--- src/sv/tcw_pkg.sv ---
// ----------------------------------------------------------------------------
// tcw_pkg
// Shared types and constants of the text console cell writer.
// ----------------------------------------------------------------------------
package tcw_pkg;

   localparam int MAX_ROWS    = 32;
   localparam int MAX_COLUMNS = 128;

   // store index widths and cursor widths (cursor may equal the count)
   localparam int ROW_W     = $clog2(MAX_ROWS);
   localparam int COL_W     = $clog2(MAX_COLUMNS);
   localparam int ADDR_W    = ROW_W + COL_W;
   localparam int CUR_ROW_W = $clog2(MAX_ROWS + 1);
   localparam int CUR_COL_W = $clog2(MAX_COLUMNS + 1);
   localparam int CELL_W    = 16;

   localparam logic [CUR_ROW_W-1:0] ROWS_RESET    = CUR_ROW_W'(25);
   localparam logic [CUR_COL_W-1:0] COLUMNS_RESET = CUR_COL_W'(80);

   localparam logic [7:0] CHAR_CR = 8'h0D;
   localparam logic [7:0] CHAR_LF = 8'h0A;

   typedef enum logic [3:0] {
      ST_CLEAR,
      ST_IDLE,
      ST_DECIDE,
      ST_READ_WAIT,
      ST_FILL,
      ST_SCROLL_RD,
      ST_SCROLL_WR,
      ST_SCROLL_BLANK,
      ST_RESULT
   } tcw_state_type;

   typedef enum logic [3:0] {
      OP_NONE,
      OP_CLEAR_STEP,
      OP_LOAD,
      OP_READ,
      OP_CAPTURE,
      OP_SCROLL_INIT,
      OP_SCROLL_READ,
      OP_SCROLL_COPY,
      OP_SCROLL_BLANK,
      OP_ERASE,
      OP_FILL_CELL,
      OP_FILL_END,
      OP_WRITE,
      OP_RESULT
   } tcw_op_type;

   typedef struct packed {
      logic clear_last;
      logic is_read;
      logic filled;
      logic is_lf;
      logic is_cr;
      logic row_at_end;
      logic col_at_end;
      logic copy_more;
      logic x_last;
      logic out_free;
   } tcw_status_type;

endpackage

--- src/sv/tcw_ctrl.sv ---
// ----------------------------------------------------------------------------
// tcw_ctrl
// Sequencer of the console writer: clear sweep, read, scroll, fill, erase, write, result.
// ----------------------------------------------------------------------------
module tcw_ctrl
   import tcw_pkg::*;
(
   input  logic           clock,
   input  logic           reset,
   input  logic           req_tvalid,
   output logic           req_tready,
   input  tcw_status_type status,
   output tcw_op_type     op
);

   tcw_state_type state_ff;
   tcw_state_type state_in;

   always_ff @(posedge clock) begin
      if (reset) begin
         state_ff <= ST_CLEAR;
      end else begin
         state_ff <= state_in;
      end
   end

   always_comb begin
      state_in   = state_ff;
      op         = OP_NONE;
      req_tready = 1'b0;
      case (state_ff)
         ST_CLEAR: begin
            op = OP_CLEAR_STEP;
            if (status.clear_last) begin
               state_in = ST_IDLE;
            end
         end
         ST_IDLE: begin
            req_tready = 1'b1;
            if (req_tvalid) begin
               op       = OP_LOAD;
               state_in = ST_DECIDE;
            end
         end
         ST_DECIDE: begin
            if (status.is_read) begin
               op       = OP_READ;
               state_in = ST_READ_WAIT;
            end else if (status.filled && status.is_lf) begin
               state_in = ST_RESULT;
            end else if (status.row_at_end) begin
               // pending scroll, also after a wrap onto the row count
               op       = OP_SCROLL_INIT;
               state_in = ST_SCROLL_RD;
            end else if (status.is_cr) begin
               op       = OP_ERASE;
               state_in = ST_RESULT;
            end else if (!status.filled && (status.is_lf || status.col_at_end)) begin
               state_in = ST_FILL;
            end else begin
               op       = OP_WRITE;
               state_in = ST_RESULT;
            end
         end
         ST_READ_WAIT: begin
            op       = OP_CAPTURE;
            state_in = ST_RESULT;
         end
         ST_FILL: begin
            if (status.col_at_end) begin
               op       = OP_FILL_END;
               state_in = ST_DECIDE;
            end else begin
               op = OP_FILL_CELL;
            end
         end
         ST_SCROLL_RD: begin
            if (status.copy_more) begin
               op       = OP_SCROLL_READ;
               state_in = ST_SCROLL_WR;
            end else begin
               state_in = ST_SCROLL_BLANK;
            end
         end
         ST_SCROLL_WR: begin
            op       = OP_SCROLL_COPY;
            state_in = ST_SCROLL_RD;
         end
         ST_SCROLL_BLANK: begin
            op = OP_SCROLL_BLANK;
            if (status.x_last) begin
               state_in = ST_DECIDE;
            end
         end
         ST_RESULT: begin
            if (status.out_free) begin
               op       = OP_RESULT;
               state_in = ST_IDLE;
            end
         end
         default: begin
            state_in = ST_CLEAR;
         end
      endcase
   end

endmodule

--- config.mk ---
export PLATFORM = sky130hd
export DESIGN_NAME = tcw_ctrl
export DESIGN_NICKNAME = d
export VERILOG_FILES = /design/src/sv/tcw_pkg.sv /design/src/sv/tcw_ctrl.sv
export SDC_FILE = /design/constraint.sdc
export NUM_CORES = 1
export LEC_CHECK = 0
export ABC_AREA = 0
export BUFFER_PORTS_ARGS = -buffer_cell sky130_fd_sc_hd__buf_2
export CORE_MARGIN = 3
export CORE_UTILIZATION = 40
export DETAILED_ROUTE_END_ITERATION = 8
export PLACE_DENSITY_LB_ADDON = 0.1
export RECOVER_POWER = 50
export SYNTH_ARGS = -nofsm -noshare
export SYNTH_HDL_FRONTEND = slang
export SYNTH_SLANG_ARGS = --single-unit
--- constraint.sdc ---
create_clock -name clock -period 1.8 [get_ports clock]
set_clock_uncertainty 0.05 [all_clocks]
set_input_delay 0.18 -clock clock [delete_from_list [all_inputs] [get_ports clock]]
set_output_delay 0.18 -clock clock [all_outputs]
set_load 0.03 [all_outputs]
==> summary.md <==
| Metric | Value |
|---|---|
| Post-synthesis cell count | 72 |
| Register Area | 81.33 um2 |
| Final Util | 62.81% |
| Total Power | 484.7 uW |
| Seq pwr share | 20.7% |
| Area growth, synth to finish | 37.05% |
| Row cnt | 12 |
| Placed wire-length estimate | 1244 um |
| WL/cell | 15.06 um |
| Vias per std cell | 6.055 |
| Initial antenna violation count | 0 |
| Mapped Avg Cell Area | 7.646 um2 |
| Net load switching power | 200.0 uW |
| CP max stage delay | 550 ps |
| Gate power share | 55.6% |
| Fin worst setup slack | -145.7 ps |
| Largest Register | state_ff |
| VDD IR max | 510.9 uV |
| Cell Area, Placed | 700.7 um2 |
| Clock latency on the worst-skew pair | 240 ps |
| Clk buf depth | 2 |
| Die height | 43.10 um |
| Vias | 660 |
| Worst rel slew slack | 74.77% |
| PD cells | 642.5 mW/mm2 |
| DIE WIDTH | 43.10 um |
| #FFs+latches synth | 4 |
| Final setup viols | 3 |
| RSZ-0062 raised after global routing | true |
| Post-route cell area | 754.5 um2 |
| Routed Antenna Nets | 0 |
| Most numerous cell in the Yosys netlist | a21oi_1 |
| Drc violations | 0 |
| Biggest regs | state_ff x4 |
| CTS Buf Count | 3 |
| Length of the first detailed-routing pass in iterations | 4 |
| Total GRT Usage | 18.50% |
| Final min period | 1946 ps |
| Ys flop type | dfxtp_1 |
| I/O pins | 18 |
| Family with the most delay on the worst path | simple AND/OR/NAND/NOR gates |
| Multi-input logic area | 461.7 um2 |
| Power share of the clock group | 23.7% |
| CP Buf/Inv Count | 1 |
| Vias in the first global route | 592 |
| Pint | 284.7 uW |
| Ys async rst share | 0% |
| Share of cells above drive strength 1 | 36.84% |
| Yosys top cell area share | 14.55% |
| Reg clk slew, reported paths | 40 ps |
| Crit path kind | register to output port |
| Largest register FFs | 4 |
| Fin. max-slew vios | 0 |
| Fillers | 120 |
| Net count of the mapped netlist | 85 |
| Routed WL | 1642 um |
| ANT cells | 0 |
| Initial DRC Count | 15 |
| Die area | 0.001858 mm2 |
| Grt total ovfl | 0 |
| Ys Warns | 0 |
| Synth cell count leaders | 8 x a21oi_1, 4 x dfxtp_1, 4 x nand2_1, 4 x nand2b_1, 4 x nor2b_1 |
| Critical-path top delay cell | or4b_4 |
| Hold WC Path Type | input pin to register |
| Crit path required time | 1570 ps |
| CP Capture Type | output port |
| Seq/Total Area, Yosys | 14.55% |
| Final period utilization | 108.1% |
| Core area | 0.001201 mm2 |
| CTS tree | yes |
| Maximum clock rate | 514.0 MHz |
| CP cell instances | or4b_4, a21o_4, o311ai_4, buf_6 |
| Failing checks | negative setup slack |
| Fin nets | 110 |
| Leakage | 0.3422 nW |
| Post-synth cell types | 34 |
| Status | complete, but fails checks |
| Top cells by area, synth | dfxtp_1 15%, a21oi_1 7.3%, o311ai_2 5.9% |
| # port buffers | 17 |
| Worst-path fanout max | 2 |
| EDFF count, synth | 0 |
| Worst-Margin Slew | 377.7 ps |
| RePlAce Congestion | 0.7731 |
| Largest area contributor in the netlist | dfxtp_1 |
| Switching Share | 41.27% |
| CTS sink cnt | 4 |
| Root Driver | clkbuf_4 |
| Initial core utilization | 45.83% |
| Pin count of the biggest net entering global routing | 18 |
| First-pass GRT wire length | 2656 um |
| Max_cap viols | 0 |
| Final Hold Fails | 0 |
| Crit path DAT | 1720 ps |
| Post-Synthesis Cell Area | 550.5 um2 |
| CTS H-tree lvls | 1 |
| Startpoint Class | register |
-- path summary, 6_finish.rpt --
| check | startpoint | end | slack (ps) | cells after the start |
|---|---|---|---|---|
| worst max-delay path | state_ff[3] | op[3] | -150 | 4 |
| worst min-delay path | status[1] | state_ff[1] | 120 | 2 |
| worst min register to register | state_ff[0] | state_ff[3] | 630 | 3 |
| worst max register to register | state_ff[3] | state_ff[0] | 80 | 6 |
-- worst register-to-register path: cells and delay by family, from the launching register on --
| family | cells | cell delay, ps |
|---|---|---|
| AO/OA/AOI/OAI | 3 | 410 |
| buffers and inverters | 2 | 290 |
| flip-flops | 1 | 310 |
| AND/OR/NAND/NOR | 1 | 550 |
-- through the flow --
stage / std cells / TNS (ps) / worst slack [ps] / hold slack, ps
2_1_floorplan: 72 / -12.49 / -12.49 / 197.9
3_3_place_gp: 105 / 0 / 30.44 / 385.8
3_5_place_dp: 105 / 0 / 23.82 / 371.6
4_1_cts: 109 / -364.3 / -144.1 / 118.1
5_1_grt: 109 / -602.6 / -183.4 / 122.2
6_report: 109 / -373.1 / -145.7 / 118.1
-- logic make-up (layout without fill, tap and decap cells) --
family / Yosys count / after routing / share of synthesized area [%]
simple gates: 26 / 26 / 29.09
buf+inv: 8 / 31 / 6.592
compound gates: 34 / 34 / 49.77
flops: 4 / 4 / 14.55
-- layout make-up --
cell class / instances / share of cell area, %
Clock buffer: 3 / 2.985
Timing Repair Buffer: 25 / 21.23
Multi-Input combinational cell: 60 / 61.19
Tap cell: 14 / 2.322
Inverter: 3 / 1.493
Sequential cell: 4 / 10.78
-- layer usage --
layer | vias to the layer above | wire [um] | track usage [%]
met4 | 0 | 10 | 4.819
met3 | 2 | 100 | 5.508
met1 | 311 | 755 | 23.88
met5 | - | 0 | 0
met2 | 21 | 775 | 29.50
li1 | 326 | - | -
-- what timing repair did --
action / CTS / global route
pin swaps: 2 / 0
hold buffers: 0 / 0
setup endpoints to repair: 3 / 3
gates cloned: 0 / 0
gates resized for setup: 9 / 0
endpoints found under the hold margin: 0 / 0
buffers inserted: 1 / 0
-- power by group through the flow --
stage | clock, mW | combinational (mW) | sequential (mW)
floorplan | 0 | 0.166 | 0.107
global placement | 0 | 0.246 | 0.101
detailed placement | 0 | 0.249 | 0.102
CTS | 0.118 | 0.270 | 0.100
global route | 0.126 | 0.291 | 0.101
finish | 0.115 | 0.269 | 0.101
-- placed cells by master, fill, tap and decap left out, types with 3 or more instances in the layout --
cell	n
a21oi_1	8
buf_2	13
buf_4	7
buf_6	3
clkbuf_4	3
dfxtp_1	3
inv_1	3
nand2_1	4
nand2b_1	4
nor2_1	3
nor2b_1	4
o21bai_1	3
(Power assumes the default switching activity.)
